<file path="config.mk">
export PLATFORM = sky130hd
export DESIGN_NAME = lru_slot_binder_top
export DESIGN_NICKNAME = d
export VERILOG_FILES = /design/src/lsb_pkg.sv /design/src/lsb_front.sv /design/src/lsb_queue.sv /design/src/lsb_back.sv /design/src/lru_slot_binder_top.sv
export VERILOG_INCLUDE_DIRS = /design/src /design/src/src
export SDC_FILE = /design/constraint.sdc
export NUM_CORES = 1
export LEC_CHECK = 0
export BUFFER_PORTS_ARGS = -buffer_cell sky130_fd_sc_hd__clkbuf_2
export CAP_MARGIN = 20
export CORE_MARGIN = 4
export CORE_UTILIZATION = 37
export CTS_BUF_LIST = sky130_fd_sc_hd__clkbuf_4 sky130_fd_sc_hd__clkbuf_8
export CTS_CLUSTER_SIZE = 20
export DETAILED_ROUTE_END_ITERATION = 16
export GPL_TIMING_DRIVEN = 0
export HOLD_SLACK_MARGIN = 0.1
export PLACE_DENSITY_LB_ADDON = 0.12
export SYNTH_ARGS = -nofsm -noshare
export SYNTH_HDL_FRONTEND = slang
export SYNTH_SLANG_ARGS = --single-unit
</file>
<file path="constraint.sdc">
create_clock -name clk -period 4.14 [get_ports clk]
set_clock_uncertainty 0.1 [all_clocks]
set_input_delay 1.242 -clock clk [delete_from_list [all_inputs] [get_ports clk]]
set_output_delay 1.242 -clock clk [all_outputs]
set_load 0.005 [all_outputs]
</file>
<file path="src/lru_slot_binder_top_assert.svh">
// Assertion helpers used by the binder's back end.
`ifndef LRU_SLOT_BINDER_TOP_ASSERT_SVH
`define LRU_SLOT_BINDER_TOP_ASSERT_SVH

// Same-cycle implication, checked outside reset.
`define LSB_ASSERT_NOW(label, clk, rst_n, ante, cons, msg) \
  label: assert property (@(posedge clk) disable iff (!rst_n) (ante) |-> (cons)) \
    else $error(msg);

// Next-cycle implication, checked outside reset.
`define LSB_ASSERT_NEXT(label, clk, rst_n, ante, cons, msg) \
  label: assert property (@(posedge clk) disable iff (!rst_n) (ante) |=> (cons)) \
    else $error(msg);

`endif

</file>
<file path="src/lsb_pkg.sv">
`default_nettype none
package lsb_pkg;

  // Request modes
  localparam logic [2:0] MODE_AUTO    = 3'd0;
  localparam logic [2:0] MODE_BIND    = 3'd1;
  localparam logic [2:0] MODE_REMOVE  = 3'd2;
  localparam logic [2:0] MODE_RESERVE = 3'd3;
  localparam logic [2:0] MODE_RELEASE = 3'd4;

  // Result status codes
  localparam logic [1:0] STATUS_OK   = 2'd0;
  localparam logic [1:0] STATUS_BAD  = 2'd1;
  localparam logic [1:0] STATUS_FULL = 2'd2;

  // Back-end sequencer states
  typedef enum logic [2:0] {
    ST_IDLE,
    ST_LOOK,
    ST_REM1,
    ST_REM2,
    ST_ADD,
    ST_OUT
  } state_t;

  // Classified request as it travels through the queue
  typedef struct packed {
    logic [2:0] mode;
    logic [7:0] object_id;
    logic [4:0] slot_index;
    logic       bad;
  } item_t;

endpackage
`default_nettype wire

</file>
<file path="src/lsb_front.sv">
`default_nettype none
module lsb_front #(
  parameter int SLOT_COUNT   = 16,
  parameter int OBJECT_COUNT = 256
) (
  input  wire logic          clk,
  input  wire logic          rst_n,
  input  wire logic          start,
  output logic               busy,
  input  wire logic [2:0]    in_mode,
  input  wire logic [7:0]    in_object_id,
  input  wire logic [4:0]    in_slot_index,
  input  wire logic          q_full,
  output logic               push,
  output lsb_pkg::item_t     push_data
);

  logic           stage_vld_r, stage_vld_nxt;
  lsb_pkg::item_t stage_r, stage_nxt;
  logic           id_ok, slot_ok, bad, accept;

  // Range checks on the request fields
  assign id_ok   = 13'(in_object_id) < 13'(OBJECT_COUNT);
  assign slot_ok = 6'(in_slot_index) < 6'(SLOT_COUNT);

  // Flag requests that must change nothing
  always_comb begin
    unique case (in_mode)
      lsb_pkg::MODE_AUTO,
      lsb_pkg::MODE_REMOVE:  bad = !id_ok;
      lsb_pkg::MODE_BIND:    bad = !id_ok || !slot_ok;
      lsb_pkg::MODE_RESERVE,
      lsb_pkg::MODE_RELEASE: bad = !slot_ok;
      default:               bad = 1'b1;
    endcase
  end

  // Hold off new transactions only while the stage is stuck behind a full queue
  assign busy      = stage_vld_r && q_full;
  assign accept    = start && !busy;
  assign push      = stage_vld_r && !q_full;
  assign push_data = stage_r;

  // Advance the classify stage
  always_comb begin
    stage_nxt     = stage_r;
    stage_vld_nxt = stage_vld_r;
    if (accept) begin
      stage_vld_nxt        = 1'b1;
      stage_nxt.mode       = in_mode;
      stage_nxt.object_id  = in_object_id;
      stage_nxt.slot_index = in_slot_index;
      stage_nxt.bad        = bad;
    end else if (push) begin
      stage_vld_nxt = 1'b0;
    end
  end

  always_ff @(posedge clk) begin
    if (!rst_n) begin
      stage_vld_r <= 1'b0;
    end else begin
      stage_vld_r <= stage_vld_nxt;
    end
  end

  always_ff @(posedge clk) begin
    stage_r <= stage_nxt;
  end

endmodule
`default_nettype wire

</file>
<file path="src/lsb_queue.sv">
`default_nettype none
module lsb_queue (
  input  wire logic           clk,
  input  wire logic           rst_n,
  input  wire logic           push,
  input  wire lsb_pkg::item_t push_data,
  input  wire logic           pop,
  output logic                full,
  output logic                empty,
  output lsb_pkg::item_t      head
);

  lsb_pkg::item_t mem_r [2];
  logic           wptr_r, rptr_r;
  logic [1:0]     cnt_r;

  assign full  = cnt_r == 2'd2;
  assign empty = cnt_r == 2'd0;
  assign head  = mem_r[rptr_r];

  // Write the tail entry
  always_ff @(posedge clk) begin
    if (push) begin
      mem_r[wptr_r] <= push_data;
    end
  end

  // Advance pointers and fill level
  always_ff @(posedge clk) begin
    if (!rst_n) begin
      wptr_r <= 1'b0;
      rptr_r <= 1'b0;
      cnt_r  <= 2'd0;
    end else begin
      if (push) begin
        wptr_r <= !wptr_r;
      end
      if (pop) begin
        rptr_r <= !rptr_r;
      end
      if (push && !pop) begin
        cnt_r <= cnt_r + 2'd1;
      end else if (pop && !push) begin
        cnt_r <= cnt_r - 2'd1;
      end
    end
  end

endmodule
`default_nettype wire

</file>
<file path="src/lsb_back.sv">
`default_nettype none
`include "lru_slot_binder_top_assert.svh"
module lsb_back #(
  parameter int SLOT_COUNT = 16
) (
  input  wire logic           clk,
  input  wire logic           rst_n,
  input  wire lsb_pkg::item_t head,
  input  wire logic           q_empty,
  output logic                pop,
  output logic                out_valid,
  output logic [1:0]          out_status,
  output logic [3:0]          out_bound_slot,
  output logic                out_evicted_valid,
  output logic [7:0]          out_evicted_id
);

  localparam int SW = $clog2(SLOT_COUNT);
  localparam int CW = $clog2(SLOT_COUNT + 1);

  lsb_pkg::state_t state_r, state_nxt;

  // Slot table and recency list
  logic [7:0]            owner_r   [SLOT_COUNT];
  logic [7:0]            owner_nxt [SLOT_COUNT];
  logic [SLOT_COUNT-1:0] occ_r, occ_nxt;
  logic [SLOT_COUNT-1:0] res_r, res_nxt;
  logic [SW-1:0]         order_r   [SLOT_COUNT];
  logic [SW-1:0]         order_nxt [SLOT_COUNT];
  logic [CW-1:0]         cnt_r, cnt_nxt;

  // List operations planned during lookup
  logic          rem1_vld_r, rem1_vld_nxt, rem2_vld_r, rem2_vld_nxt, add_vld_r, add_vld_nxt;
  logic [SW-1:0] rem1_slot_r, rem1_slot_nxt, rem2_slot_r, rem2_slot_nxt;
  logic [SW-1:0] add_slot_r, add_slot_nxt;

  // Result registers
  logic [1:0]    status_r, status_nxt;
  logic [SW-1:0] bslot_r, bslot_nxt;
  logic          ev_r, ev_nxt;
  logic [7:0]    evid_r, evid_nxt;

  // Lookup results
  logic          hit_any, free_any, vic_any;
  logic [SW-1:0] hit_slot, free_slot, vic_slot, rq;

  // Removal shift control
  logic [SW-1:0]         op_slot;
  logic [SLOT_COUNT-1:0] shift;
  logic                  rem_hit;

  assign rq = head.slot_index[SW-1:0];

  // Search slot table and recency list; lowest index wins
  always_comb begin
    hit_any   = 1'b0;
    hit_slot  = '0;
    free_any  = 1'b0;
    free_slot = '0;
    vic_any   = 1'b0;
    vic_slot  = '0;
    for (int i = SLOT_COUNT - 1; i >= 0; i--) begin
      if (occ_r[i] && owner_r[i] == head.object_id) begin
        hit_any  = 1'b1;
        hit_slot = SW'(i);
      end
      if (!occ_r[i] && !res_r[i]) begin
        free_any  = 1'b1;
        free_slot = SW'(i);
      end
      if (CW'(i) < cnt_r && !res_r[order_r[i]]) begin
        vic_any  = 1'b1;
        vic_slot = order_r[i];
      end
    end
  end

  // Mark list positions at and after the removed slot
  always_comb begin
    op_slot = (state_r == lsb_pkg::ST_REM1) ? rem1_slot_r : rem2_slot_r;
    rem_hit = 1'b0;
    for (int j = 0; j < SLOT_COUNT; j++) begin
      if (CW'(j) < cnt_r && order_r[j] == op_slot) begin
        rem_hit = 1'b1;
      end
      shift[j] = rem_hit;
    end
  end

  // Sequence lookup, list edits and result
  always_comb begin
    state_nxt     = state_r;
    owner_nxt     = owner_r;
    occ_nxt       = occ_r;
    res_nxt       = res_r;
    order_nxt     = order_r;
    cnt_nxt       = cnt_r;
    rem1_vld_nxt  = rem1_vld_r;
    rem1_slot_nxt = rem1_slot_r;
    rem2_vld_nxt  = rem2_vld_r;
    rem2_slot_nxt = rem2_slot_r;
    add_vld_nxt   = add_vld_r;
    add_slot_nxt  = add_slot_r;
    status_nxt    = status_r;
    bslot_nxt     = bslot_r;
    ev_nxt        = ev_r;
    evid_nxt      = evid_r;
    pop           = 1'b0;
    unique case (state_r)
      lsb_pkg::ST_IDLE: begin
        if (!q_empty) begin
          state_nxt = lsb_pkg::ST_LOOK;
        end
      end
      lsb_pkg::ST_LOOK: begin
        rem1_vld_nxt  = 1'b0;
        rem1_slot_nxt = '0;
        rem2_vld_nxt  = 1'b0;
        rem2_slot_nxt = '0;
        add_vld_nxt   = 1'b0;
        add_slot_nxt  = '0;
        status_nxt    = lsb_pkg::STATUS_OK;
        bslot_nxt     = '0;
        ev_nxt        = 1'b0;
        evid_nxt      = '0;
        if (head.bad) begin
          status_nxt = lsb_pkg::STATUS_BAD;
        end else begin
          unique case (head.mode)
            lsb_pkg::MODE_AUTO: begin
              priority if (hit_any) begin
                // refresh recency
                rem1_vld_nxt  = 1'b1;
                rem1_slot_nxt = hit_slot;
                add_vld_nxt   = 1'b1;
                add_slot_nxt  = hit_slot;
                bslot_nxt     = hit_slot;
              end else if (free_any) begin
                occ_nxt[free_slot]   = 1'b1;
                owner_nxt[free_slot] = head.object_id;
                add_vld_nxt          = 1'b1;
                add_slot_nxt         = free_slot;
                bslot_nxt            = free_slot;
              end else if (vic_any) begin
                ev_nxt              = 1'b1;
                evid_nxt            = owner_r[vic_slot];
                owner_nxt[vic_slot] = head.object_id;
                rem1_vld_nxt        = 1'b1;
                rem1_slot_nxt       = vic_slot;
                add_vld_nxt         = 1'b1;
                add_slot_nxt        = vic_slot;
                bslot_nxt           = vic_slot;
              end else begin
                status_nxt = lsb_pkg::STATUS_FULL;
              end
            end
            lsb_pkg::MODE_BIND: begin
              // drop the old binding, evict the target occupant
              if (hit_any) begin
                occ_nxt[hit_slot] = 1'b0;
                rem1_vld_nxt      = 1'b1;
                rem1_slot_nxt     = hit_slot;
              end
              if (occ_r[rq] && !(hit_any && hit_slot == rq)) begin
                ev_nxt        = 1'b1;
                evid_nxt      = owner_r[rq];
                rem2_vld_nxt  = 1'b1;
                rem2_slot_nxt = rq;
              end
              occ_nxt[rq]   = 1'b1;
              owner_nxt[rq] = head.object_id;
              add_vld_nxt   = 1'b1;
              add_slot_nxt  = rq;
              bslot_nxt     = rq;
            end
            lsb_pkg::MODE_REMOVE: begin
              if (hit_any) begin
                occ_nxt[hit_slot] = 1'b0;
                rem1_vld_nxt      = 1'b1;
                rem1_slot_nxt     = hit_slot;
              end
            end
            lsb_pkg::MODE_RESERVE: begin
              if (occ_r[rq]) begin
                ev_nxt        = 1'b1;
                evid_nxt      = owner_r[rq];
                occ_nxt[rq]   = 1'b0;
                rem1_vld_nxt  = 1'b1;
                rem1_slot_nxt = rq;
              end
              res_nxt[rq] = 1'b1;
            end
            lsb_pkg::MODE_RELEASE: begin
              res_nxt[rq] = 1'b0;
            end
            default: begin
              status_nxt = lsb_pkg::STATUS_BAD;
            end
          endcase
        end
        state_nxt = lsb_pkg::ST_REM1;
      end
      lsb_pkg::ST_REM1,
      lsb_pkg::ST_REM2: begin
        // close the gap left by the removed slot
        if (((state_r == lsb_pkg::ST_REM1) ? rem1_vld_r : rem2_vld_r) && rem_hit) begin
          for (int j = 0; j < SLOT_COUNT - 1; j++) begin
            order_nxt[j] = shift[j] ? order_r[j+1] : order_r[j];
          end
          cnt_nxt = cnt_r - CW'(1);
        end
        state_nxt = (state_r == lsb_pkg::ST_REM1) ? lsb_pkg::ST_REM2 : lsb_pkg::ST_ADD;
      end
      lsb_pkg::ST_ADD: begin
        // append as most recently used
        if (add_vld_r && cnt_r < CW'(SLOT_COUNT)) begin
          order_nxt[cnt_r[SW-1:0]] = add_slot_r;
          cnt_nxt                  = cnt_r + CW'(1);
        end
        state_nxt = lsb_pkg::ST_OUT;
      end
      lsb_pkg::ST_OUT: begin
        pop       = 1'b1;
        state_nxt = lsb_pkg::ST_IDLE;
      end
      default: begin
        state_nxt = lsb_pkg::ST_IDLE;
      end
    endcase
  end

  assign out_valid         = state_r == lsb_pkg::ST_OUT;
  assign out_status        = status_r;
  assign out_bound_slot    = 4'(bslot_r);
  assign out_evicted_valid = ev_r;
  assign out_evicted_id    = evid_r;

  // Control state
  always_ff @(posedge clk) begin
    if (!rst_n) begin
      state_r <= lsb_pkg::ST_IDLE;
      occ_r   <= '0;
      res_r   <= '0;
      cnt_r   <= '0;
    end else begin
      state_r <= state_nxt;
      occ_r   <= occ_nxt;
      res_r   <= res_nxt;
      cnt_r   <= cnt_nxt;
    end
  end

  // Payload state
  always_ff @(posedge clk) begin
    owner_r     <= owner_nxt;
    order_r     <= order_nxt;
    rem1_vld_r  <= rem1_vld_nxt;
    rem1_slot_r <= rem1_slot_nxt;
    rem2_vld_r  <= rem2_vld_nxt;
    rem2_slot_r <= rem2_slot_nxt;
    add_vld_r   <= add_vld_nxt;
    add_slot_r  <= add_slot_nxt;
    status_r    <= status_nxt;
    bslot_r     <= bslot_nxt;
    ev_r        <= ev_nxt;
    evid_r      <= evid_nxt;
  end

  `LSB_ASSERT_NOW(a_cnt_range, clk, rst_n, 1'b1, cnt_r <= CW'(SLOT_COUNT), "list overflow")
  `LSB_ASSERT_NOW(a_cnt_occ, clk, rst_n, state_r == lsb_pkg::ST_IDLE, $countones(occ_r) == int'(cnt_r), "list out of sync with occupancy")
  `LSB_ASSERT_NEXT(a_out_pulse, clk, rst_n, out_valid, !out_valid, "result strobe longer than one cycle")
  `LSB_ASSERT_NOW(a_pop_nonempty, clk, rst_n, pop, !q_empty, "pop from empty queue")

endmodule
`default_nettype wire

</file>
<file path="src/lru_slot_binder_top.sv">
`default_nettype none
// LRU slot binder: maps object ids onto SLOT_COUNT slots with LRU replacement.
// Input channel: drive in_mode, in_object_id, in_slot_index with start; the
// transaction is taken on a rising edge where start is high and busy is low.
// Modes: auto bind, bind to slot, remove, reserve slot, release slot.
// Result channel: out_valid pulses for one cycle with out_status,
// out_bound_slot, out_evicted_valid and out_evicted_id. The receiver cannot
// stall; each result is taken in the cycle it is shown.
// An accepted transaction is registered in the classify stage, then in the
// queue, and is then worked by the back-end sequencer (idle check, lookup,
// two list removals, append, result), one transaction at a time. The queue
// head is the transaction in progress; the queue and the classify stage hold
// up to two more behind it before busy rises.
// Reset (rst_n low, synchronous) clears all bindings, reservations and the
// recency list; no clearing pass is needed.
module lru_slot_binder_top #(
  parameter int SLOT_COUNT   = 16,
  parameter int OBJECT_COUNT = 256
) (
  input  wire logic       clk,
  input  wire logic       rst_n,
  input  wire logic       start,
  output logic            busy,
  input  wire logic [2:0] in_mode,
  input  wire logic [7:0] in_object_id,
  input  wire logic [4:0] in_slot_index,
  output logic            out_valid,
  output logic [1:0]      out_status,
  output logic [3:0]      out_bound_slot,
  output logic            out_evicted_valid,
  output logic [7:0]      out_evicted_id
);

  lsb_pkg::item_t push_data, head;
  logic           push, pop, q_full, q_empty;

  lsb_front #(
    .SLOT_COUNT  (SLOT_COUNT),
    .OBJECT_COUNT(OBJECT_COUNT)
  ) u_front (
    .clk          (clk),
    .rst_n        (rst_n),
    .start        (start),
    .busy         (busy),
    .in_mode      (in_mode),
    .in_object_id (in_object_id),
    .in_slot_index(in_slot_index),
    .q_full       (q_full),
    .push         (push),
    .push_data    (push_data)
  );

  lsb_queue u_queue (
    .clk      (clk),
    .rst_n    (rst_n),
    .push     (push),
    .push_data(push_data),
    .pop      (pop),
    .full     (q_full),
    .empty    (q_empty),
    .head     (head)
  );

  lsb_back #(
    .SLOT_COUNT(SLOT_COUNT)
  ) u_back (
    .clk              (clk),
    .rst_n            (rst_n),
    .head             (head),
    .q_empty          (q_empty),
    .pop              (pop),
    .out_valid        (out_valid),
    .out_status       (out_status),
    .out_bound_slot   (out_bound_slot),
    .out_evicted_valid(out_evicted_valid),
    .out_evicted_id   (out_evicted_id)
  );

endmodule
`default_nettype wire
</file>
==> summary.md, run 1 <==
| Metric | Value |
|---|---|
| Clk root buf | `clkbuf_8` |
| Row count | `90` |
| Vias in the first global route | `20.5k` |
| RR Startpoint | `u_back.order_r[60]` |
| Critical path's largest stage delay | `0.52 ns` |
| Layout cells sized above 1 | `0.293` |
| Synth Cell Area | `22,400 um^2` |
| H-tree depth | `2` |
| P_leak | `0.0103 uW` |
| GR Util met2 | `0.463` |
| Routability cong. | `1.03` |
| Setup Crit Path Kind | `flop to flop` |
| Top cell type's share of synthesized area | `0.356` |
| DRT Pass-1 Iters | `6` |
| Crit end category | `flop` |
| Worst-Margin Slew | `1.17 ns` |
| Avg Inst Size Synth | `9.59 um^2` |
| Area of the multi-input gates | `14,000 um^2` |
| R2R setup slack | `-0.12 ns` |
| Yosys warning total | `0` |
| Post-DRT Antenna Nets | `0` |
| Register Area | `8970 um^2` |
| Ports | `36` |
| RSZ-0062 raised after global routing | `true` |
| Gr usage total | `0.308` |
| CTS tree | `done` |
| Most used cell, CP | `buf_12` |
| Reg-to-reg critical path endpoint | `u_back.out_evicted_id[1]` |
| Hold Path Class | `flop to flop` |
| Initial Util | `0.372` |
| Num CTS Buffers | `56` |
| Die span in y | `254 um` |
| Overall power | `18,000 uW` |
| Setup TNS | `-1.63 ns` |
| Failing checks | `negative setup slack` |
| Status | `finished with violations` |
| Total grt overflow | `0` |
| Post-CTS Hold Buffers | `0` |
| Number of library cell types mapped by synthesis | `112` |
| Mapped Cells | `2,340` |
| F_max | `0.235 GHz` |
| Worst Path Required | `4.45 ns` |
| Area Overhead vs Synth | `28.6%` |
| Register area share after synthesis | `0.397` |
| Post-DR wirelength/cell | `30.0 um` |
| Full die area | `64,600 um^2` |
| CP arrival | `4.57 ns` |
| Post-route setup slack | `-0.117 ns` |
| Tcrit/Tclk final | `1.03` |
| Longest Clk Path Bufs | `3` |
| Vias/cell | `6.27` |
| FFs w/ async S/R, synth | `0` |
| CP Capture Point | `u_back.out_evicted_id[1]` |
| Clock sink count | `312` |
| Net Count, Synth | `2,365` |
| Met1 Track Usage GR | `0.422` |
| WL final | `103 mm` |
| Post-layout nets | `2,637` |
| Vias | `21.6k` |
| Commonest cells post-synth | `nand2_1 (329), nor2_1 (277), edfxtp_1 (266)` |
| Final Max Tran Viols | `0` |
| Path depth of the worst reg2reg path | `16` |
| CP startpoint kind | `flop` |
| Iter 0 DRT Violations | `2,657` |
| First-pass GRT wire length | `145 mm` |
| Final setup vio count | `39` |
| Min Tclk post-route | `4.26 ns` |
| Fillers | `5,647` |
| Core area | `60,200 um^2` |
| Die W | `254 um` |
| Initial antenna violation count | `3` |
| Synth Flop Type | `edfxtp_1` |
| Crit-path cells | `clkbuf_4 > mux4_2 > mux2i_1 > a22oi_2 > o2111ai_1 > o21ai_1 > nand2b_1 > o32ai_4 > buf_12 > buf_12 > buf_12 > mux2i_1 > nand2_1 > o211ai_2 > o211ai_1 > a32o_2` |
| PD cells | `625 nW/um^2` |
| Hold depth | `0` |
| Peak supply drop | `0.842 mV` |
| FF+latch count, synth | `312` |
| Final Hold Fails | `0` |
| CP Launch Point | `u_back.order_r[60]` |
| Largest net degree at the start of global routing | `17` |
| Clk_lat worst skew | `0.72 ns` |
| Port bufs | `35` |
| Met3 usage | `0.0617` |
| GR peak layer | `met2` |
| Drc violations | `0` |
| Post-synth EDFFs | `266` |
| Hpwl dp | `73.0 mm` |
| CP max-delay cell | `mux4_2` |
| Most frequent cell after synthesis | `nand2_1` |
| Largest area contributor in the netlist | `edfxtp_1` |
| Fin util | `0.479` |
| Max-slew headroom | `0.219` |
| Clock transition at the registers of the reported paths | `0.07 ns` |
| Most area-consuming cells after synthesis | `edfxtp_1 (36%), mux4_2 (5.8%), xnor2_1 (5.5%)` |
| Crit path max fanout | `10` |
| Hold Path Origin | `u_front.push_data[0]` |
| Max Cap Viol | `0` |
[routing by layer]
metal / part of all wire / wire [um]
met1: 0.41 / 41900
met2: 0.43 / 44100
met3: 0.10 / 10600
met4: 0.064 / 6590
met5: 0.00026 / 27
[metrics by stage]
| step | setup slack, ns | cells | instance area, um^2 | hold WS, ns |
|---|---|---|---|---|
| after CTS | -0.0334 | 3372 | 27400 | 0.344 |
| after floorplan | 0.143 | 2340 | 22400 | 0.321 |
| after global placement | -2.38 | 3157 | 23600 | 0.322 |
| after detailed placement | -2.25 | 3164 | 23700 | 0.330 |
| after global routing | -0.191 | 3440 | 28800 | 0.346 |
| final | -0.117 | 3440 | 28800 | 0.342 |
[registers in the layout, summed over array words and instances (netlist names), named ones only]
| register | cells |
|---|---|
| u_queue.cnt_r | 2 |
| u_back.cnt_r | 5 |
| u_front.push_data | 16 |
| u_queue.wptr_r | 1 |
| u_back.state_r | 3 |
| u_queue.rptr_r | 1 |
| u_back.out_status | 2 |
| u_back.owner_r | 128 |
| u_back.add_vld_r | 1 |
| u_back.out_evicted_id | 8 |
| u_front.stage_vld_r | 1 |
| u_back.rem1_slot_r | 4 |
| u_back.out_evicted_valid | 1 |
| u_back.rem2_vld_r | 1 |
| u_back.rem1_vld_r | 1 |
| u_back.order_r | 64 |
| u_queue.mem_r | 32 |
| u_back.add_slot_r | 4 |
| u_back.occ_r | 16 |
| u_back.rem2_slot_r | 4 |
[worst min-delay path by stage]
stage	slack (ns)	endpoint
6_report	0.34	u_queue.mem_r[0][0]
5_1_grt	0.35	u_queue.mem_r[0][4]
4_1_cts	0.34	u_queue.mem_r[1][0]
3_5_place_dp	0.33	u_queue.mem_r[1][2]
3_3_place_gp	0.32	u_queue.mem_r[1][2]
2_1_floorplan	0.32	u_queue.mem_r[0][0]
[cells by family after synthesis]
kind of cell,count (synthesis),share of synthesized area
AND/OR/NAND/NOR,916,0.186
AO/OA/AOI/OAI,494,0.163
flip-flops,312,0.397
buffers and inverters,215,0.0481
XOR/XNOR,201,0.0785
multiplexers,196,0.124
adder cells (fa/ha/maj),6,0.00335
[power by group]
group	leakage [uW]	total, uW	switching [uW]	internal (uW)
sequential	0.00267	3730	154	3580
clock	0.000613	3090	1400	1690
combinational	0.00699	11200	6530	4660
[critical path, delay by kind of cell, from the launching register on]
family	cells	cell delay, ns
AOI/OAI and AO/OA	7	1.49
buffers and inverters	4	0.70
DFF	1	0.32
muxes	3	0.97
and+or+nand+nor	2	0.34
[area by class of cell]
cell class | count | area share
repair buffers | 226 | 0.0735
clock inverters | 30 | 0.00885
diodes | 1 | 0.0000867
well taps | 782 | 0.0339
clock buffers | 73 | 0.0316
flip-flops and latches | 312 | 0.311
multi-input cells | 1813 | 0.487
inverters | 30 | 0.00403
plain buffers | 173 | 0.0506
[timing repair]
item / 4_1_cts / 5_1_grt
setup endpoints to repair: 362 / 302
cloned: 3 / 3
endpoints found under the hold margin: 0 / 0
resized for setup: 333 / 178
setup buffers: 107 / 73
pin swaps: 74 / 60
[placed cells by master (no fill, tap or decap), types with 47 or more instances in the layout]
cell type	Yosys	final
nand2_1	329	324
edfxtp_1	266	266
nor2_1	277	253
buf_4	17	150
xnor2_1	142	136
mux2i_1	106	83
o21ai_0	87	79
nand3_1	74	70
a21oi_1	69	65
clkbuf_8	0	60
xor2_1	59	58
mux4_2	58	58
clkbuf_1	83	56
buf_6	16	48
buf_12	0	47
Note: power is estimated with default switching activity, not from simulation.
==> run 2: changes to the inputs <==
CORE_MARGIN = default   (was 4)
CTS_CLUSTER_DIAMETER = 60   (was default)
==> run 2 against run 1 <==
Effect of this change:
- the run still ends with negative setup slack left
- register-to-register slack better by 0.06 ns
- power is 4.2% lower
- via count down 1.5%
- fmax grew 1.4%
- utilization barely moved
- flip-flop and latch count did not move
- final cell count is 2.0% lower
- hold slack better by 0.016 ns
- clock-buffer cell count decreased by 41
- critical path type unchanged
- critical endpoint unchanged
==> summary.md, run 2 (synthesis gave the netlist of run 1 again) <==
| Metric | Value |
|---|---|
| Status | `finished with violations` |
| Failing checks | `negative setup slack` |
| Max reg flops | `128 (unchanged)` |
| Die span in y | `248 um (-2.4%)` |
| Clk_lat worst skew | `0.73 ns (about the same)` |
| Die W | `248 um (-2.4%)` |
| Setup Crit Path Kind | `flop to flop` |
| Post-layout nets | `2,598 (-1.5%)` |
| Iter 0 DRT Violations | `2,645 (-0.45%)` |
| Gr usage total | `0.315 (+0.00647)` |
| Max-slew headroom | `0.255 (+0.0362)` |
| Post-route setup slack | `-0.0580 ns (+0.0594 ns)` |
| DRT Pass-1 Iters | `7 (+1)` |
| Reg with most FFs | `u_back.owner_r` |
| CP startpoint kind | `flop` |
| H-tree depth | `1 (-1)` |
| Post-DRT Antenna Nets | `0 (unchanged)` |
| Area of the multi-input gates | `14,200 um^2 (+0.92%)` |
| Layout cells sized above 1 | `0.289 (-0.00439)` |
| RSZ-0062 raised after global routing | `true` |
| Pint | `9250 uW (-6.9%)` |
| Vias in the first global route | `19.6k (-4.5%)` |
| Num CTS Buffers | `31 (-45%)` |
| Vias/cell | `6.30 (+0.51%)` |
| Worst Path Required | `4.49 ns (+0.04 ns)` |
| Clock transition at the registers of the reported paths | `0.11 ns (+0.04 ns)` |
| Port bufs | `35 (unchanged)` |
| Min Tclk post-route | `4.20 ns (-0.0594 ns)` |
| Largest net degree at the start of global routing | `21 (+4)` |
| Clock sink count | `312 (unchanged)` |
| Total grt overflow | `0 (unchanged)` |
| CP arrival | `4.55 ns (-0.02 ns)` |
| CTS tree | `done` |
| Fillers | `5,592 (-0.97%)` |
| Max Cap Viol | `0 (unchanged)` |
| P_leak | `0.00988 uW (-3.8%)` |
| Peak supply drop | `0.682 mV (-19%)` |
| Ports | `36 (unchanged)` |
| Post-CTS Hold Buffers | `0 (unchanged)` |
| Worst-Margin Slew | `1.12 ns (-0.0543 ns)` |
| Register Area | `8970 um^2 (about the same)` |
| PD cells | `607 nW/um^2 (-2.9%)` |
| Final non-filler cell total | `3,371 (-2.0%)` |
| Crit-path cells | `buf_4 > mux4_2 > mux2_2 > nor3b_2 > nand2b_4 > buf_6 > buf_6 > buf_4 > a221oi_4 > o32ai_4 > buf_12 > buf_12 > buf_12 > mux2i_4 > nand2_1 > o211ai_2 > o211ai_1 > a32o_2` |
| Hpwl dp | `71.9 mm (-1.4%)` |
| Setup TNS | `-0.269 ns (+1.36 ns)` |
| Core area | `59,500 um^2 (-1.3%)` |
| Most used cell, CP | `buf_12` |
| Drc violations | `0 (unchanged)` |
| Tcrit/Tclk final | `1.01 (-0.0143)` |
| WL final | `100 mm (-3.0%)` |
| Final Max Tran Viols | `0 (unchanged)` |
| Crit end category | `flop` |
| Routability cong. | `0.993 (-3.2%)` |
| Crit path max fanout | `8 (-2)` |
| Row count | `89 (-1.1%)` |
| Hold slack final | `0.358 ns (+0.0160 ns)` |
| Vias | `21.3k (-1.5%)` |
| F_max | `0.238 GHz (+1.4%)` |
| CP max-delay cell | `mux4_2` |
| Final setup vio count | `28 (-28%)` |
| Biggest regs | `u_back.owner_r x128, u_back.order_r x64, u_queue.mem_r x32` |
| Hold Path Class | `flop to flop` |
| Commonest non-fill, non-tap cell in the layout | `nand2_1` |
| Area Overhead vs Synth | `26.8%` |
| Seq pwr share | `0.216 (+0.009)` |
| Sw frac | `0.464 (+0.0156)` |
| Initial Util | `0.377 (+0.00489)` |
| Gate power share | `0.652 (+0.031)` |
| Switch Pwr | `8010 uW (-0.89%)` |
| Critical path's largest stage delay | `0.45 ns (-0.07 ns)` |
| Clk root buf | `clkbuf_8` |
| DP Cell Count | `3,154 (-0.32%)` |
| Most frequent cells in the layout | `nand2_1 (324), edfxtp_1 (266), nor2_1 (248)` |
| Post-DR wirelength/cell | `29.7 um (-1.0%)` |
| Clk network pwr share | `0.132 (-0.040)` |
| First-pass GRT wire length | `139 mm (-3.5%)` |
| Longest Clk Path Bufs | `3 (unchanged)` |
| Full die area | `61,600 um^2 (-4.7%)` |
| Final Hold Fails | `0 (unchanged)` |
| Initial antenna violation count | `1 (-2)` |
==> run 2: changes by cell type in the layout (fill, tap and decap cells not counted), sizes merged, moves of 3 or more <==
| cell | before | now |
|---|---|---|
| buf | 283 | 270 |
| bufinv | 4 | 1 |
| inv | 31 | 40 |
| clkinv | 22 | 12 |
| clkbuf | 188 | 146 |
==> run 2: area by class of cell <==
| cell class | count | area share |
|---|---|---|
| diodes | 1 | 0.0000880 |
| plain buffers | 171 | 0.0487 |
| clock buffers | 32 | 0.0153 |
| clock inverters | 25 | 0.0108 |
| inverters | 30 | 0.00453 |
| multi-input cells | 1814 | 0.498 |
| flip-flops and latches | 312 | 0.315 |
| well taps | 773 | 0.0340 |
| repair buffers | 213 | 0.0732 |
==> run 2: power groups by stage <==
stage / combinational [uW] / clock [uW] / sequential, uW
after detailed placement: 7520 / 0 / 3770
after CTS: 9190 / 2330 / 3720
final: 11300 / 2280 / 3730
after floorplan: 5050 / 0 / 3720
after global routing: 11500 / 2430 / 3740
after global placement: 7440 / 0 / 3770
==> run 2: final timing paths <==
| path | slack, ns | end | cells after the start | start |
|---|---|---|---|---|
| setup / recovery | -0.06 | u_back.out_evicted_id[1] | 18 | flop |
| hold / removal | 0.36 | u_queue.mem_r[0][7] | 0 | u_front.push_data[7] |
| setup reg to reg | -0.06 | u_back.out_evicted_id[1] | 18 | flop |
| hold reg to reg | 0.36 | u_queue.mem_r[0][7] | 0 | u_front.push_data[7] |
==> run 2: critical path, delay by kind of cell (launching register included) <==
| kind | cells | cell delay, ns |
|---|---|---|
| buffers and inverters | 7 | 1.01 |
| flip-flops | 1 | 0.39 |
| AO/OA/AOI/OAI | 5 | 0.93 |
| multiplexers | 3 | 0.98 |
| AND/OR/NAND/NOR | 3 | 0.50 |
==> run 2: timing repair <==
| action | in CTS | in global routing |
|---|---|---|
| buffers inserted | 103 | 67 |
| endpoints found under the setup margin | 362 | 328 |
| pin swaps | 65 | 67 |
| cloned | 1 | 2 |
| resized for setup | 361 | 177 |
==> run 2: through the flow <==
stage	total power (uW)	area, um^2	utilization	setup slack, ns
after floorplan	8770	22400	-	0.143
after global placement	11200	23600	0.397	-2.39
after detailed placement	11300	23700	0.398	-2.27
after CTS	15200	27100	0.455	-0.0502
after global routing	17700	28400	0.478	-0.0960
final	17300	28400	0.478	-0.0580
==> run 2: per-layer routing <==
layer  vias to the layer above  wire (um)  GRT usage
met1                     10600      41500      0.438
li1                       9108          -          -
met3                       262       9200     0.0458
met4                         0       5740      0.142
met5                         -          0          0
met2                      1286      43700      0.482
